## src/bincnt_pkg.sv

```systemverilog
package bincnt_pkg;

	localparam int COL_W     = 6;
	localparam int ROW_W     = 11;
	localparam int CFG_W     = 11;
	localparam int REG_IDX_W = 1;
	localparam int CNT_W     = 4;

	localparam logic [ROW_W-1:0] MAX_ROWS = 11'd1024;

	localparam logic [COL_W-1:0] FRAME_COLS_RST = 6'd32;
	localparam logic [ROW_W-1:0] FRAME_ROWS_RST = 11'd32;

	localparam logic [REG_IDX_W-1:0] REG_FRAME_COLS = 1'd0;
	localparam logic [REG_IDX_W-1:0] REG_FRAME_ROWS = 1'd1;

	typedef struct packed {
		logic fire;
		logic has_left;
		logic emit_mid;
		logic emit_end;
		logic last;
	} step_ctl_t;

	typedef struct packed {
		logic             is_set;
		logic [CNT_W-1:0] count;
		logic             last;
	} res_t;

endpackage

```

## src/bincnt_cell.sv

```systemverilog
module bincnt_cell (
	input  logic clk,
	input  logic shift,
	input  logic l1_in,
	input  logic l2_in,
	output logic l1,
	output logic l2
);

	logic l1_q;
	logic l2_q;

	always_ff @(posedge clk) begin
		if (shift) begin
			l1_q <= l1_in;
			l2_q <= l2_in;
		end
	end

	assign l1 = l1_q;
	assign l2 = l2_q;

endmodule

```

## src/bincnt_window.sv

```systemverilog
module bincnt_window import bincnt_pkg::*; (
	input  logic      clk,
	input  logic      arst_n,
	input  step_ctl_t ctl,
	input  logic [2:0] ncol,
	output logic      push_a,
	output logic      push_b,
	output res_t      res_a,
	output res_t      res_b
);

	// columns c-2 and c-1; bit 2 top row, bit 0 bottom row
	logic [2:0] left_q;
	logic [2:0] mid_q;
	logic [2:0] left_m;

	function automatic logic [CNT_W-1:0] ones3(input logic [2:0] v);
		ones3 = CNT_W'(v[0]) + CNT_W'(v[1]) + CNT_W'(v[2]);
	endfunction

	always_ff @(posedge clk or negedge arst_n) begin
		if (!arst_n) begin
			left_q <= '0;
			mid_q  <= '0;
		end else if (ctl.fire) begin
			left_q <= mid_q;
			mid_q  <= ncol;
		end
	end

	assign left_m = ctl.has_left ? left_q : 3'b000;

	always_comb begin
		res_a.is_set = mid_q[1];
		res_a.count  = mid_q[1] ? '0 :
			ones3(left_m) + ones3({mid_q[2], 1'b0, mid_q[0]}) + ones3(ncol);
		res_a.last   = 1'b0;

		res_b.is_set = ncol[1];
		res_b.count  = ncol[1] ? '0 : ones3(mid_q) + ones3({ncol[2], 1'b0, ncol[0]});
		res_b.last   = ctl.last;
	end

	assign push_a = ctl.fire && ctl.emit_mid;
	assign push_b = ctl.fire && ctl.emit_end;

endmodule

```

## src/bincnt_outq.sv

```systemverilog
module bincnt_outq import bincnt_pkg::*; (
	input  logic clk,
	input  logic arst_n,
	input  logic push_a,
	input  logic push_b,
	input  res_t res_a,
	input  res_t res_b,
	input  logic out_stall,
	output logic out_valid,
	output res_t head,
	output logic nearly_full
);

	logic [1:0] cnt_q;
	logic [1:0] cnt_d;
	logic [1:0] base;
	logic       pop;
	res_t       q_q [3];
	res_t       q_d [3];

	assign out_valid   = cnt_q != 2'd0;
	assign pop         = out_valid && !out_stall;
	assign base        = cnt_q - {1'b0, pop};
	assign cnt_d       = base + {1'b0, push_a} + {1'b0, push_b};
	assign nearly_full = cnt_q[1];
	assign head        = q_q[0];

	always_comb begin
		for (int i = 0; i < 3; i++) begin
			q_d[i] = q_q[i];
			if (pop && i < 2)
				q_d[i] = q_q[i+1];
			if (push_a && base == 2'(i))
				q_d[i] = res_a;
			if (push_b && (base + {1'b0, push_a}) == 2'(i))
				q_d[i] = res_b;
		end
	end

	always_ff @(posedge clk) begin
		for (int i = 0; i < 3; i++)
			q_q[i] <= q_d[i];
	end

	always_ff @(posedge clk or negedge arst_n) begin
		if (!arst_n) begin
			cnt_q <= '0;
		end else begin
			cnt_q <= cnt_d;
		end
	end

endmodule

```

## src/binary_image_neighbor_count.sv

```systemverilog
// Binary image 3x3 neighbour counter. Pixels enter in raster order, one per clock while
// in_stall is low; each pixel yields one result in raster order, either its own set flag
// or the count of set neighbours (pixels outside the frame count as zero). The frame size
// is taken from frame_cols and frame_rows when the first pixel of a frame is accepted and
// is saturated to 2..MAX_COLS and 2..1024. Results leave through a three-entry queue, one
// per clock while out_stall is low; the last pixel of every row but the first yields two
// results, and after the last pixel of a frame input is held while the chain of column
// cells is flushed to deliver the bottom row, whose final result carries frame_last.
// The line delay lives in a chain of MAX_COLS cells, each holding two bits.
module binary_image_neighbor_count import bincnt_pkg::*; #(
	parameter int MAX_COLS = 32
) (
	input  logic                 clk,
	input  logic                 arst_n,
	input  logic                 cfg_write,
	input  logic [REG_IDX_W-1:0] cfg_index,
	input  logic [CFG_W-1:0]     cfg_data,
	input  logic                 in_valid,
	output logic                 in_stall,
	input  logic                 pixel_bit,
	output logic                 out_valid,
	input  logic                 out_stall,
	output logic                 is_set,
	output logic [CNT_W-1:0]     neighbor_count,
	output logic                 frame_last
);

	localparam int IDX_W = $clog2(MAX_COLS);
	localparam logic [COL_W-1:0] MAX_COLS_V = COL_W'(MAX_COLS);

	logic [COL_W-1:0] frame_cols_q;
	logic [ROW_W-1:0] frame_rows_q;
	logic [COL_W-1:0] act_cols_q;
	logic [ROW_W-1:0] act_rows_q;
	logic [COL_W-1:0] col_q;
	logic [ROW_W-1:0] row_q;
	logic             draining_q;

	logic [COL_W-1:0] sat_cols;
	logic [ROW_W-1:0] sat_rows;
	logic [COL_W-1:0] cols_use;
	logic [ROW_W-1:0] rows_use;
	logic             first;
	logic             last_col;
	logic             step;
	logic             pix;
	logic [IDX_W-1:0] tap_idx;
	logic             tap1;
	logic             tap2;
	logic [2:0]       ncol;
	logic             nearly_full;

	logic [MAX_COLS-1:0] l1;
	logic [MAX_COLS-1:0] l2;

	step_ctl_t ctl;
	logic      push_a;
	logic      push_b;
	res_t      res_a;
	res_t      res_b;
	res_t      head;

	assign sat_cols = (frame_cols_q < 6'd2) ? 6'd2 :
		((frame_cols_q > MAX_COLS_V) ? MAX_COLS_V : frame_cols_q);
	assign sat_rows = (frame_rows_q < 11'd2) ? 11'd2 :
		((frame_rows_q > MAX_ROWS) ? MAX_ROWS : frame_rows_q);

	assign first    = !draining_q && row_q == '0 && col_q == '0;
	assign cols_use = first ? sat_cols : act_cols_q;
	assign rows_use = first ? sat_rows : act_rows_q;
	assign last_col = col_q == (cols_use - 6'd1);

	assign in_stall = draining_q || nearly_full;
	assign step     = (in_valid && !in_stall) || (draining_q && !nearly_full);
	assign pix      = !draining_q && pixel_bit;

	// line delay taps
	assign tap_idx = IDX_W'(cols_use - 6'd1);
	assign tap1    = l1[tap_idx];
	assign tap2    = l2[tap_idx];
	assign ncol    = {tap2 && (row_q >= 11'd2), tap1 && (row_q != '0), pix};

	genvar k;
	generate
		for (k = 0; k < MAX_COLS; k++) begin : g_cell
			if (k == 0) begin : g_head
				bincnt_cell u_cell (
					.clk   (clk),
					.shift (step),
					.l1_in (pix),
					.l2_in (tap1),
					.l1    (l1[k]),
					.l2    (l2[k])
				);
			end else begin : g_body
				bincnt_cell u_cell (
					.clk   (clk),
					.shift (step),
					.l1_in (l1[k-1]),
					.l2_in (l2[k-1]),
					.l1    (l1[k]),
					.l2    (l2[k])
				);
			end
		end
	endgenerate

	always_comb begin
		ctl.fire     = step;
		ctl.has_left = col_q >= 6'd2;
		ctl.emit_mid = row_q != '0 && col_q != '0;
		ctl.emit_end = row_q != '0 && last_col;
		ctl.last     = draining_q && last_col;
	end

	bincnt_window u_window (
		.clk    (clk),
		.arst_n (arst_n),
		.ctl    (ctl),
		.ncol   (ncol),
		.push_a (push_a),
		.push_b (push_b),
		.res_a  (res_a),
		.res_b  (res_b)
	);

	bincnt_outq u_outq (
		.clk         (clk),
		.arst_n      (arst_n),
		.push_a      (push_a),
		.push_b      (push_b),
		.res_a       (res_a),
		.res_b       (res_b),
		.out_stall   (out_stall),
		.out_valid   (out_valid),
		.head        (head),
		.nearly_full (nearly_full)
	);

	assign is_set         = head.is_set;
	assign neighbor_count = head.count;
	assign frame_last     = head.last;

	always_ff @(posedge clk or negedge arst_n) begin
		if (!arst_n) begin
			frame_cols_q <= FRAME_COLS_RST;
			frame_rows_q <= FRAME_ROWS_RST;
		end else if (cfg_write) begin
			unique case (cfg_index)
				REG_FRAME_COLS: frame_cols_q <= cfg_data[COL_W-1:0];
				REG_FRAME_ROWS: frame_rows_q <= cfg_data;
			endcase
		end
	end

	always_ff @(posedge clk or negedge arst_n) begin
		if (!arst_n) begin
			act_cols_q <= FRAME_COLS_RST;
			act_rows_q <= FRAME_ROWS_RST;
			col_q      <= '0;
			row_q      <= '0;
			draining_q <= 1'b0;
		end else if (step) begin
			if (first) begin
				act_cols_q <= sat_cols;
				act_rows_q <= sat_rows;
			end
			if (last_col) begin
				col_q <= '0;
				if (draining_q) begin
					draining_q <= 1'b0;
					row_q      <= '0;
				end else begin
					if (row_q == rows_use - 11'd1)
						draining_q <= 1'b1;
					row_q <= row_q + 11'd1;
				end
			end else begin
				col_q <= col_q + 6'd1;
			end
		end
	end

endmodule

```

## config.mk

```make
export PLATFORM = sky130hd
export DESIGN_NAME = binary_image_neighbor_count
export DESIGN_NICKNAME = d
export VERILOG_FILES = /design/src/bincnt_pkg.sv /design/src/bincnt_cell.sv /design/src/bincnt_window.sv /design/src/bincnt_outq.sv /design/src/binary_image_neighbor_count.sv
export SDC_FILE = /design/constraint.sdc
export NUM_CORES = 1
export LEC_CHECK = 0
export BUFFER_PORTS_ARGS = -buffer_cell sky130_fd_sc_hd__clkbuf_2
export CAP_MARGIN = 20
export CORE_MARGIN = 3
export CORE_UTILIZATION = 42
export DETAILED_ROUTE_END_ITERATION = 10
export PLACE_DENSITY = 0.65
export SETUP_SLACK_MARGIN = 0.1
export SLEW_MARGIN = 10
export SYNTH_ARGS = -nofsm -noshare
export SYNTH_HDL_FRONTEND = slang
export SYNTH_SLANG_ARGS = --single-unit
export TNS_END_PERCENT = 5
```

## constraint.sdc

```tcl
create_clock -name clk -period 6.1 [get_ports clk]
set_input_delay 0.305 -clock clk [delete_from_list [all_inputs] [get_ports clk]]
set_output_delay 0.305 -clock clk [all_outputs]
set_load 0.005 [all_outputs]
```

After elaboration in Yosys (flattened, before gate mapping):

Memory sizes are Yosys's and may differ from the RTL's.
Index checks and enable logic that the tools add are counted.

* reduce and logical (&&, ||, !) cells: 35
* multipliers: 0
* div/mod/pow operators: 0
* mux-type cells: 25
* bitwise operators: 1
* eq/ne operators: 6
* shift operators: 0
* add/subtract/negate cells: 18
* order comparisons: 7

Operators with widths (number)
* $mux 6: 12
* $mux 11: 4
* $logic_and 1x1->1: 19
* $add 4x1->4: 3
* $add 4x4->4: 3
* $add 11x1->11 const B: 1
* $eq 11x11->1: 1
* $ge 11x2->1 const B: 1
* $gt 11x11->1 const B: 1
* $logic_not 11->1: 1
* $lt 11x2->1 const B: 1
* $reduce_bool 11->1: 1
* $sub 11x1->11 const B: 1
* $add 1x1->2: 5
* $bmux 1 s5: 2
* $mux 4: 2
* $add 6x1->6 const B: 1
* $eq 6x6->1: 1
* $ge 6x2->1 const B: 1
* $gt 6x6->1 const B: 1
* $logic_not 6->1: 1
* $lt 5x6->1 const B: 1
* $lt 6x2->1 const B: 1
* $reduce_and 2->1: 3
* 13 further kinds: 24

* logic and storage cells: 167
* memory bits (writable): 18
* bits in registers: 124
* memories: 1
* bits in read-only memories: 0
* bits in latches: 0

Memory list
* u_outq.q_q: depth 3, width 6, rd ports 3, clocked after memory_dff 0, write ports 3, RTL line bincnt_outq.sv:18 `res_t q_q [3];`

Depth between registers and ports, before layout:

Gate-level depths: netlist of the first run.

* depth after elaboration: 14
* mapped depth: 29
* depth with buffers taken out: 25

Cells and area by module:

From an unflattened synthesis of the first run, not the netlist that was laid out.

* cells, all modules: 620
* area total of the unflattened synthesis: 7598.5 um2

By module, submodules not included
* binary_image_neighbor_count: area each 3940.0 um2, times used 1, cells each 411, seq. area each 1306.3 um2
* bincnt_cell: area each 60.1 um2, times used 32, cells each 2, seq. area each 60.1 um2
* bincnt_outq: area each 1171.1 um2, times used 1, cells each 90, seq. area each 590.6 um2
* bincnt_window: area each 565.5 um2, times used 1, cells each 55, seq. area each 150.1 um2

Worst setup path after synthesis of the first run:

OpenSTA, ideal clock, no wires.

* path type: flip-flop to flip-flop
* start: reg row_q[2]
* end: mem u_outq.q_q[0][9] (netlist bit), data pin
* library setup time: 0.260 ns
* data required time: 5.840 ns
* arrival time: 5.753 ns
* clock period less this slack: 6.012 ns
* cell stages (with the launch flop): 29
* slack: 0.088 ns
* cell sequence: dfrtp_1 buf_6 nor4_4 nand4_4 or3_1 buf_6 a21o_4 inv_8 buf_6 ha_1 clkbuf_1 nor3b_1 xnor2_1 mux2_2 inv_1 mux2i_1 mux2i_1 mux2_4 buf_6 and2_1 ha_1 inv_1 fa_1 fa_1 xnor2_1 nor2_1 mux2_2 nand2_1 o31ai_1

RTL lines
* start: declaration: RTL line binary_image_neighbor_count.sv:36 `logic [ROW_W-1:0] row_q;`
* start signal: assignment: RTL line binary_image_neighbor_count.sv:176 `row_q <= row_q + 11'd1;`
* end: declaration: RTL line bincnt_outq.sv:18

==> results.cfg, run 1 <==
[clock_network]
post_cts_buffers = 0
cts_resized = 0
cts.hold.buffers_added = 0
clock_transition_time_at_the_flip_flop_clock_pins_of_the_worst_setup_and_hold_paths_ns = 0.06
cts-htree-levels = 4
cts.root.buffer_cell = clkbuf_16
worstSkewPairLatency_ns = 0.42
cts.sinks = 142
cts_tree = yes
cts-buffers-inserted = 17
ctsLongestPathBuffers = 2

[synth]
synth_seq_area_share_pct = 52.8
synthesized_area_divided_by_synthesized_cell_count_um2 = 12.0
yosys.cell_types.count = 73
ys_warn_count = 0
yosys.area_share.adder_pct = 4.46
syn-num-nets = 663
main_combinational_cell_family_by_area_after_synthesis = simple AND/OR/NAND/NOR gates
synth_simple_gate_area_share_pct = 14.2
synth-compound-area-share_pct = 9.00
synth_edf_count = 79
synth_async_sr_flop_share_pct = 42.3
parity_gate_share_of_the_synthesized_area_counting_xor_and_xnor_cells_pct = 3.52
synth_area_um2 = 7460
synth_largest_type_area_fraction_pct = 31.8
postSynthCellCount = 622
synth_largest_area_cell = edfxtp_1
synth_area_leaders = edfxtp_1 32%, dfrtp_1 19%, mux2_2 4.2%
synth-seq-cells = 142
yosys-mux-area-fraction_pct = 11.9
synthFlopType = edfxtp_1

[timing]
rsz0062_at_grt = false
tns_ns = 0
timing_hold_violations_final = 0
worst-slew-pin-transition_ns = 0.796
fin_crit_ns = 5.64
slew_headroom_pct = 46.9
finalSetupViolCount = 0
final_min_period_over_clock_period_pct = 92.5
worst_clock_skew_ns = 0.00709
timing_limited_maximum_frequency_ghz = 0.177
slew_viol_final = 0
hold_slack_ns = 0.0422

[placed_design]
placed_cell_area_um2 = 7790
post-dp-hpwl_um = 10300
place_congestion = 0.845
place.port_buffers = 25

[final_layout]
layout.nets = 690
fraction_of_final_layout_cells_sized_beyond_drive_strength_1_pct = 21.6
insertedDiodeCount = 0
finish.instance_area_um2 = 8460
fillCellCount = 1522
layout-area-overhead-vs-synth_pct = 13.3
final_common_cell = edfxtp_1
mostFrequentLayoutCells = 79 x edfxtp_1, 60 x nand2_1, 56 x dfrtp_1

[power]
seq_power_share_pct = 36.8
share_clk_of_total_power_pct = 26.2
pwr-share-comb_pct = 37.1
ir_worst_vdd_v = 0.000275
power_density_nw_per_um2 = 474
power.static_leakage_nw = 3.43
power.share.switching_pct = 35.5
netSwitchingPower_mw = 1.42
internal_power_mw = 2.59
design_power_total_mw = 4.01

[floorplan]
pin_count = 26
die-width_um = 139
start_util_pct = 43.0
row_count = 48
core_area_um2 = 17400
die_h_um = 139
die-area_um2 = 19400

[grt]
globalRouteMet1Util_pct = 22.9
global_route_wire_length_before_repair_um = 25800
track_usage_pct = 16.5
met3_track_utilization_from_global_routing_pct = 3.57
grtUsageMet2_pct = 25.6
gr-max-usage-layer = met2
globalRoute.totalOverflow = 0
grt_antenna_before_repair = 0
pin_count_of_the_biggest_net_entering_global_routing = 90
number_of_global_route_vias_before_repair = 4944

[setup_path]
critical_path.startpoint_type = flop
cp.arrival_ns = 5.81
worst_endpoint_required_time_ns = 6.27
timing.setup.critical_path_class = flop to flop
rr_startpoint = row_q[10]$_DFFE_PN0P_
crit_path_end_kind = flop
path_max_fanout = 15
r2r.worst_path.cells = 24
reg2reg_to = u_outq.q_q[0][9]$_DFFE_PP_
r2r_slack_ns = 0.46

[routing]
vias_post_dr = 4875
drt-total-wl_um = 15300
drt_iter0_drc = 334
drt.antenna.violating_nets = 0
detail_route.first_pass.iterations = 5
vias_per_cell = 5.50
wire_per_inst_um = 17.2
drc = 0

[status]
run_status = finished, final reports clean

[flow_run]
max_cap_violations = 0

[min_path]
hold_class = input pin to asynchronous set/reset pin
registers in the layout (all words and copies together), names as in the netlist:
signal	cells
act_rows_q	11
u_outq.cnt_q	2
g_cell.g_body.u_cell.l2	31
act_cols_q	6
g_cell.g_body.u_cell.l1	31
u_window.mid_q	3
u_window.left_q	3
draining_q	1
col_q	6
u_outq.q_q	18
g_cell.g_head.u_cell.l2	1
frame_cols_q	6
row_q	11
g_cell.g_head.u_cell.l1	1
frame_rows_q	11
how the worst max path moves through the flow:
| stage | from | to | slack (ns) |
|---|---|---|---|
| finish | row_q[10]$_DFFE_PN0P_ | u_outq.q_q[0][9]$_DFFE_PP_ | 0.46 |
| global placement | row_q[2]$_DFFE_PN0P_ | u_outq.q_q[0][3]$_DFFE_PP_ | 0.52 |
| global route | row_q[3]$_DFFE_PN0P_ | u_outq.q_q[0][9]$_DFFE_PP_ | 0.11 |
| floorplan | row_q[2]$_DFFE_PN0P_ | u_outq.q_q[0][9]$_DFFE_PP_ | 0.20 |
| detailed placement | col_q[2]$_DFFE_PN0P_ | u_outq.q_q[0][3]$_DFFE_PP_ | 0.37 |
| CTS | row_q[4]$_DFFE_PN0P_ | u_outq.q_q[0][3]$_DFFE_PP_ | 0.36 |
per-stage QoR:
| stage | std cells | worst slack (ns) | util (%) |
|---|---|---|---|
| 6_report | 887 | 0.457 | 48.7 |
| 5_1_grt | 887 | 0.115 | 48.7 |
| 4_1_cts | 886 | 0.362 | 48.4 |
| 3_5_place_dp | 854 | 0.375 | 44.9 |
| 3_3_place_gp | 854 | 0.525 | 44.9 |
| 2_1_floorplan | 622 | 0.196 | - |
worst max-delay path: stages, from the launching register on:
cell and delay, ns:
dfrtp_1 0.47, nor4_4 0.40, nand4_4 0.13, or3_1 0.41, a21o_4 0.26, inv_8 0.05, ha_1 0.19, nand2_1 0.06
mux2_2 0.26, o22ai_1 0.15, mux2_2 0.24, inv_1 0.13, mux2i_1 0.18, mux2i_1 0.09, mux2_4 0.37, and2_1 0.19
ha_1 0.19, inv_1 0.06, fa_1 0.45, fa_1 0.45, xnor2_1 0.16, nor2_1 0.08, mux2_2 0.28, nand2_1 0.06
o31ai_1 0.08
per-layer routing:
metal  wire [um]  share of wire (%)
met3         484                3.2
met2        7390                 48
met4         212                1.4
met1        7170                 47
met5           0                  0
power by group through the flow:
stage          combinational, mW  sequential (mW)  clock [mW]
2_1_floorplan               1.20             1.42           0
5_1_grt                     1.69             1.51        1.11
3_3_place_gp                1.41             1.48           0
6_report                    1.49             1.48        1.05
3_5_place_dp                1.47             1.49           0
4_1_cts                     1.49             1.48        1.07
cell usage after synthesis, drive strengths merged, types with 3 or more instances:
| cell type | instances |
|---|---|
| nand2 | 61 |
| and2 | 5 |
| or3 | 8 |
| nor3b | 5 |
| and3 | 14 |
| inv | 34 |
| nor2 | 27 |
| ha | 17 |
| fa | 6 |
| dfxtp | 3 |
| a31o | 6 |
| a21oi | 14 |
| dfstp | 4 |
| buf | 13 |
| dfrtp | 56 |
| edfxtp | 79 |
| a31oi | 5 |
| nand2b | 8 |
| o22ai | 3 |
| nor3 | 14 |
| or2 | 6 |
| xnor2 | 16 |
| mux2i | 17 |
| xor2 | 14 |
| nor2b | 5 |
| nand4 | 7 |
| clkbuf | 17 |
| o31ai | 9 |
| nand3 | 22 |
| nor4 | 5 |
| mux4 | 16 |
| and4 | 3 |
| o2111ai | 3 |
| o31a | 3 |
| mux2 | 30 |
| o21ai | 43 |
| o211ai | 4 |
cell families (layout without fill, tap and decap cells):
logic type,Yosys count,count (layout)
compound gates,103,103
buf+inv,65,105
fa+ha+maj,23,23
simple gates,196,196
flops,142,142
xor+xnor,30,30
mux,63,63
final cells by class:
class                           count  area, um2  share of cell area [%]
Clock inverter                      8       63.8                   0.755
Tap cell                          225        282                    3.33
Inverter                           35        140                    1.66
Timing Repair Buffer               38        243                    2.87
Sequential cell                   142       3940                    46.6
Multi-Input combinational cell    415       3230                    38.2
Clock buffer                       24        556                    6.57
(Power assumes the default switching activity.)
==> run 2: changes to the inputs <==
--- a/config.mk
+++ b/config.mk
@@ -9,11 +9,13 @@
 export CAP_MARGIN = 20
 export CORE_MARGIN = 3
 export CORE_UTILIZATION = 42
+export CTS_CLUSTER_SIZE = 40
 export DETAILED_ROUTE_END_ITERATION = 10
 export PLACE_DENSITY = 0.65
 export SETUP_SLACK_MARGIN = 0.1
 export SLEW_MARGIN = 10
 export SYNTH_ARGS = -nofsm -noshare
 export SYNTH_HDL_FRONTEND = slang
+export SYNTH_HIERARCHICAL = 1
 export SYNTH_SLANG_ARGS = --single-unit
 export TNS_END_PERCENT = 5
==> run 2 against run 1 <==
Against the previous run: cell count up 2.5%; via count increased by 1.7%; maximum frequency shrank 5.8%; sequential cell count did not move; global-route usage grew 0.22 points; combinational power is 6% higher; sequential share of layout area down 1.4 points; routed wire length is 2.3% higher; synthesized cell count is 0.32% lower; total power rose by 0.25%; clock power down 8%; first-iteration DRC count grew 3.0%; critical endpoint is now u_outq/q_q[0][3]$_DFFE_PP_; highest routed layer unchanged.
==> results.cfg, run 2 <==
[grt]
global_route_wire_length_before_repair_um = 26400
grt_antenna_before_repair = 0
number_of_global_route_vias_before_repair = 5177
pin_count_of_the_biggest_net_entering_global_routing = 84
track_usage_pct = 16.7
globalRoute.totalOverflow = 0

[final_layout]
final_common_cell = edfxtp_1
fillCellCount = 1480
layout.nets = 709
fraction_of_final_layout_cells_sized_beyond_drive_strength_1_pct = 30.1
layout-area-overhead-vs-synth_pct = 15.7
seqCellArea_um2 = 3970
area_of_combinational_cells_with_multiple_inputs_um2 = 3440
mostFrequentLayoutCells = 82 x edfxtp_1, 56 x dfrtp_1, 43 x buf_4
insertedDiodeCount = 0

[power]
design_power_total_mw = 4.02
ir_worst_vdd_v = 0.000213
power.static_leakage_nw = 3.50
power_density_nw_per_um2 = 457

[synth]
synth_commonest_cells = 82 x edfxtp_1, 56 x dfrtp_1, 42 x nand2_1
ys_warn_count = 6
synth_seq_area_share_pct = 52.2
synthFlopType = edfxtp_1
yosys.cell_count.top_type = edfxtp_1
synth_edf_count = 82
synth-seq-cells = 142
synth_async_sr_flop_share_pct = 42.3
synth_area_um2 = 7600
postSynthCellCount = 620
synth_largest_area_cell = edfxtp_1
synthesized_area_divided_by_synthesized_cell_count_um2 = 12.3
synth_largest_type_area_fraction_pct = 32.4
yosys.cell_types.count = 70
synth_area_leaders = edfxtp_1 32%, dfrtp_1 18%, mux2_2 4.9%

[setup_path]
critical-path-top-cell-by-count = fa_1
cp.arrival_ns = 6.16
path_max_fanout = 4
r2r_slack_ns = 0.11
reg2reg_to = u_outq/q_q[0][3]$_DFFE_PP_
critPathTopFamily = adder cells
critical_path.startpoint_type = flop
r2r.worst_path.cells = 26
worst_endpoint_required_time_ns = 6.26
worst_path_slowest_cell = or4_4
rr_startpoint = col_q[5]$_DFFE_PN0P_
cp_num_buf_inv = 4
timing.setup.critical_path_class = flop to flop
crit_path_end_kind = flop
crit_path_max_incr_delay_ns = 0.55

[placed_design]
post-dp-hpwl_um = 10800
dp_worst_setup_slack_ns = -0.0312
place_congestion = 0.881
place.port_buffers = 25

[timing]
slew_viol_final = 0
slew_headroom_pct = 33.3
final_min_period_over_clock_period_pct = 98.2
worst_clock_skew_ns = 0.0101
finalSetupViolCount = 0
timing_hold_violations_final = 0
worst-slew-pin-transition_ns = 1.00
timing_limited_maximum_frequency_ghz = 0.167
setup_slack_ns = 0.108
hold_slack_ns = 0.0436
fin_crit_ns = 5.99
rsz0062_at_grt = true

[clock_network]
cts.sinks = 142
cts.root.buffer_cell = clkbuf_16
cts-buffers-inserted = 17
ctsLongestPathBuffers = 2
cts.hold.buffers_added = 0
cts_tree = yes
cts-htree-levels = 4
worstSkewPairLatency_ns = 0.42
clock_transition_time_at_the_flip_flop_clock_pins_of_the_worst_setup_and_hold_paths_ns = 0.07

[floorplan]
pin_count = 26
die_h_um = 141
core_area_um2 = 17500
die-width_um = 141
die-area_um2 = 19700
row_count = 48
start_util_pct = 43.5

[routing]
wire_per_inst_um = 17.2
vias_post_dr = 4960
drt-total-wl_um = 15600
drt.antenna.violating_nets = 0
drt_iter0_drc = 344
drc = 0
vias_per_cell = 5.46
detail_route.first_pass.iterations = 5

[flow_run]
max_cap_violations = 0

[status]
run_status = finished, final reports clean

[min_path]
hold_class = input pin to asynchronous set/reset pin
[run 2: cell count changes after synthesis, moves of 8 or more]
| cell | change |
|---|---|
| mux2_4 | +9 |
| o21ai_0 | -12 |
| a21oi_1 | +12 |
| nor2_1 | +8 |
| and3_1 | -9 |
| inv_1 | -8 |
| nand2_1 | -18 |
[run 2: metrics by stage]
step | util (%) | setup TNS (ns) | instance area, um2 | instances
floorplan | - | -0.372 | 7690 | 621
finish | 50.3 | 0 | 8790 | 909
global route | 50.3 | -0.269 | 8790 | 909
detailed placement | 46.5 | -0.0593 | 8130 | 871
CTS | 49.9 | 0 | 8720 | 906
global placement | 46.5 | 0 | 8130 | 871
[run 2: cells by family (layout without fill, tap and decap cells)]
group	Yosys count	after routing	share of synthesized area [%]
AND/OR/NAND/NOR	194	194	14.5
XOR/XNOR	30	30	3.74
adder cells (fa/ha/maj)	20	20	3.89
other	1	2	0.0494
multiplexers	77	77	14.0
flip-flops	142	142	52.2
AO/OA/AOI/OAI	93	93	7.41
buffers and inverters	63	126	4.10
[run 2: what timing repair did]
action / 4_1_cts / 5_1_grt
gates cloned: 0 / 0
resized for setup: 4 / 10
pin swaps: 3 / 5
setup buffers: 3 / 3
setup endpoints to repair: 2 / 6
[run 2: area by class of cell]
class	instances	area share, %
Sequential cell	142	45.1
Multi-Input combinational cell	416	39.1
Timing Repair Buffer	69	5.22
Clock buffer	18	4.88
Tap cell	225	3.20
Clock inverter	14	1.39
Inverter	25	1.07
[run 2: where the power goes]
group          leakage [nW]  switching (mW)  internal, mW
combinational          1.71           0.836         0.746
clock                 0.271           0.433         0.535
sequential             1.51           0.137          1.33
total                  3.50            1.41          2.62
[run 2: worst max path at each step]
stage	from	end	slack, ns	cells past startpoint
2_1_floorplan	col_q[2]$_DFFE_PN0P_	u_outq/q_q[0][2]$_DFFE_PP_	-0.21	27
3_3_place_gp	col_q[5]$_DFFE_PN0P_	u_outq/q_q[0][2]$_DFFE_PP_	0.11	25
3_5_place_dp	row_q[0]$_DFFE_PN0P_	u_outq/q_q[0][2]$_DFFE_PP_	-0.03	26
4_1_cts	col_q[5]$_DFFE_PN0P_	u_outq/q_q[0][3]$_DFFE_PP_	0.10	23
5_1_grt	row_q[0]$_DFFE_PN0P_	u_outq/q_q[0][3]$_DFFE_PP_	-0.14	27
6_report	col_q[5]$_DFFE_PN0P_	u_outq/q_q[0][3]$_DFFE_PP_	0.11	26
[run 2: layer usage]
| layer | vias up | GRT usage (%) | wire, um |
|---|---|---|---|
| li1 | 2375 | - | - |
| met1 | 2476 | 21.6 | 7080 |
| met2 | 88 | 27.5 | 7710 |
| met3 | 21 | 4.61 | 585 |
| met4 | 0 | 5.05 | 232 |
| met5 | - | 0 | 0 |
==> run 3: changes to the inputs <==
--- a/config.mk
+++ b/config.mk
@@ -12,6 +12,7 @@
 export CTS_CLUSTER_SIZE = 40
 export DETAILED_ROUTE_END_ITERATION = 10
 export PLACE_DENSITY = 0.65
+export RECOVER_POWER = 50
 export SETUP_SLACK_MARGIN = 0.1
 export SLEW_MARGIN = 10
 export SYNTH_ARGS = -nofsm -noshare
==> run 3 against run 2 <==
Against the previous run: the flow now finishes with violations (capacitance limit, slew limit); clock power about the same; total power about the same; design area down 0.13%; via count up 0.10%; clock skew up 0.0010 ns; first-iteration DRC count down 4.1%; combinational power about the same.
==> results.cfg, run 3 (synthesis gave the netlist of run 2 again) <==
[final_layout]
mostFrequentLayoutCells = 82 x edfxtp_1, 56 x dfrtp_1, 42 x nand2_1, 42 x buf_4, 33 x mux2_2
insertedDiodeCount = 0
fraction_of_final_layout_cells_sized_beyond_drive_strength_1_pct = 29.1
final_common_cell = edfxtp_1
layout-area-overhead-vs-synth_pct = 15.6
layout.nets = 709

[setup_path]
worst_path_slowest_cell = or4_4
crit_path_max_incr_delay_ns = 0.55
critical-path-top-cell-by-count = fa_1
cp.arrival_ns = 6.15
path_max_fanout = 4
worst_endpoint_required_time_ns = 6.26
crit_path_end_kind = flop
critical_path.startpoint_type = flop
timing.setup.critical_path_class = flop to flop

[timing]
timing_limited_maximum_frequency_ghz = 0.167
fin_crit_ns = 5.99
timing_hold_violations_final = 0
rsz0062_at_grt = true
hold_slack_ns = 0.126
slew_viol_final = 61
final_min_period_over_clock_period_pct = 98.2
worst-slew-pin-transition_ns = 3.30
worst_clock_skew_ns = 0.0111
finalSetupViolCount = 0
slew_headroom_pct = -120

[floorplan]
die-area_um2 = 19700
pin_count = 26
die-width_um = 141
start_util_pct = 43.5
die_h_um = 141
core_area_um2 = 17500
row_count = 48

[clock_network]
worstSkewPairLatency_ns = 0.42
cts_tree = yes
ctsLongestPathBuffers = 2
clock_transition_time_at_the_flip_flop_clock_pins_of_the_worst_setup_and_hold_paths_ns = 0.07
cts.root.buffer_cell = clkbuf_16
cts-htree-levels = 4
cts-buffers-inserted = 17
cts.sinks = 142

[grt]
track_usage_pct = 16.7
globalRoute.totalOverflow = 0
number_of_global_route_vias_before_repair = 5177
grt_antenna_before_repair = 0
global_route_wire_length_before_repair_um = 26400
pin_count_of_the_biggest_net_entering_global_routing = 84

[routing]
drt.antenna.violating_nets = 0
drt_iter0_drc = 330
drt-total-wl_um = 15600
wire_per_inst_um = 17.1
vias_per_cell = 5.46
drc = 0
detail_route.first_pass.iterations = 4
vias_post_dr = 4965

[flow_run]
max_cap_violations = 1

[power]
power_density_nw_per_um2 = 458
ir_worst_vdd_v = 0.000212
design_power_total_mw = 4.02
power.static_leakage_nw = 3.48

[min_path]
hold_class = input pin to flop

[placed_design]
post-dp-hpwl_um = 10800
place.port_buffers = 25
place_congestion = 0.881

[status]
failed_checks = capacitance limit, slew limit
run_status = finished with violations
==> run 3: changes by cell type in the layout (fill, tap and decap cells not counted) <==
cell,change
clkbuf_1,+7
clkbuf_2,-6
buf_4,-1
==> run 3: worst paths after layout <==
| path | startpoint | endpoint | slack (ns) | depth (start not counted) |
|---|---|---|---|---|
| max in group asynchronous | arst_n | u_window/mid_q[1]$_DFFE_PN0P_ | 3.15 | 2 |
| hold / removal | cfg_data[8] | frame_rows_q[8]$_DFFE_PN0P_ | 0.13 | 2 |
| setup / recovery | col_q[5]$_DFFE_PN0P_ | u_outq/q_q[0][3]$_DFFE_PP_ | 0.11 | 26 |
| min in group asynchronous | arst_n | act_rows_q[7]$_DFFE_PN0P_ | 1.08 | 2 |
| setup reg to reg | col_q[5]$_DFFE_PN0P_ | u_outq/q_q[0][3]$_DFFE_PP_ | 0.11 | 26 |
| hold reg to reg | g_cell[20].g_body.u_cell/l2$_DFFE_PP_ | g_cell[21].g_body.u_cell/l2$_DFFE_PP_ | 0.44 | 0 |
==> run 3: through the flow <==
stage               TNS, ns  utilization [%]  setup slack, ns  cell area (um2)  std cells
finish                    0             50.2            0.110             8780        909
global route         -0.269             50.2           -0.145             8780        909
CTS                       0             49.9            0.101             8720        906
detailed placement  -0.0593             46.5          -0.0312             8130        871
global placement          0             46.5            0.111             8130        871
floorplan            -0.372                -           -0.205             7690        621
==> run 3: layer usage <==
layer | track usage, % | up-vias | wire length [um]
met5 | 0 | - | 0
met4 | 5.05 | 0 | 233
met3 | 4.61 | 23 | 508
met2 | 27.5 | 87 | 7710
met1 | 21.6 | 2478 | 7130
li1 | - | 2377 | -
==> run 3: worst max-delay path, delay by kind of cell, from the launching register on <==
family          cells  cell delay (ns)
buf+inv             4             0.32
compound gates      2             0.14
flops               1             0.38
fa+ha+maj           6             2.07
simple gates       10             1.95
mux                 2             0.53
xor+xnor            2             0.33
==> run 3: cell type report <==
type	instances	area, um2
clock inverters	14	123
clock buffers	18	429
repair buffers	69	448
well taps	225	282
flip-flops and latches	142	3970
multi-input cells	416	3440
inverters	25	93.8
fillers	1482	8700
==> run 3: repair_timing <==
| item | CTS | global route |
|---|---|---|
| setup endpoints to repair | 2 | 6 |
| gates resized for setup | 4 | 10 |
| pin swaps | 3 | 5 |
| hold buffers | 0 | 0 |
| buffers inserted | 3 | 3 |
==> run 3: where the power goes <==
group	internal (mW)	total [mW]	switching (mW)	leakage [nW]
Clock	0.535	0.968	0.432	0.271
Combinational	0.742	1.58	0.838	1.69
Sequential	1.33	1.47	0.138	1.51
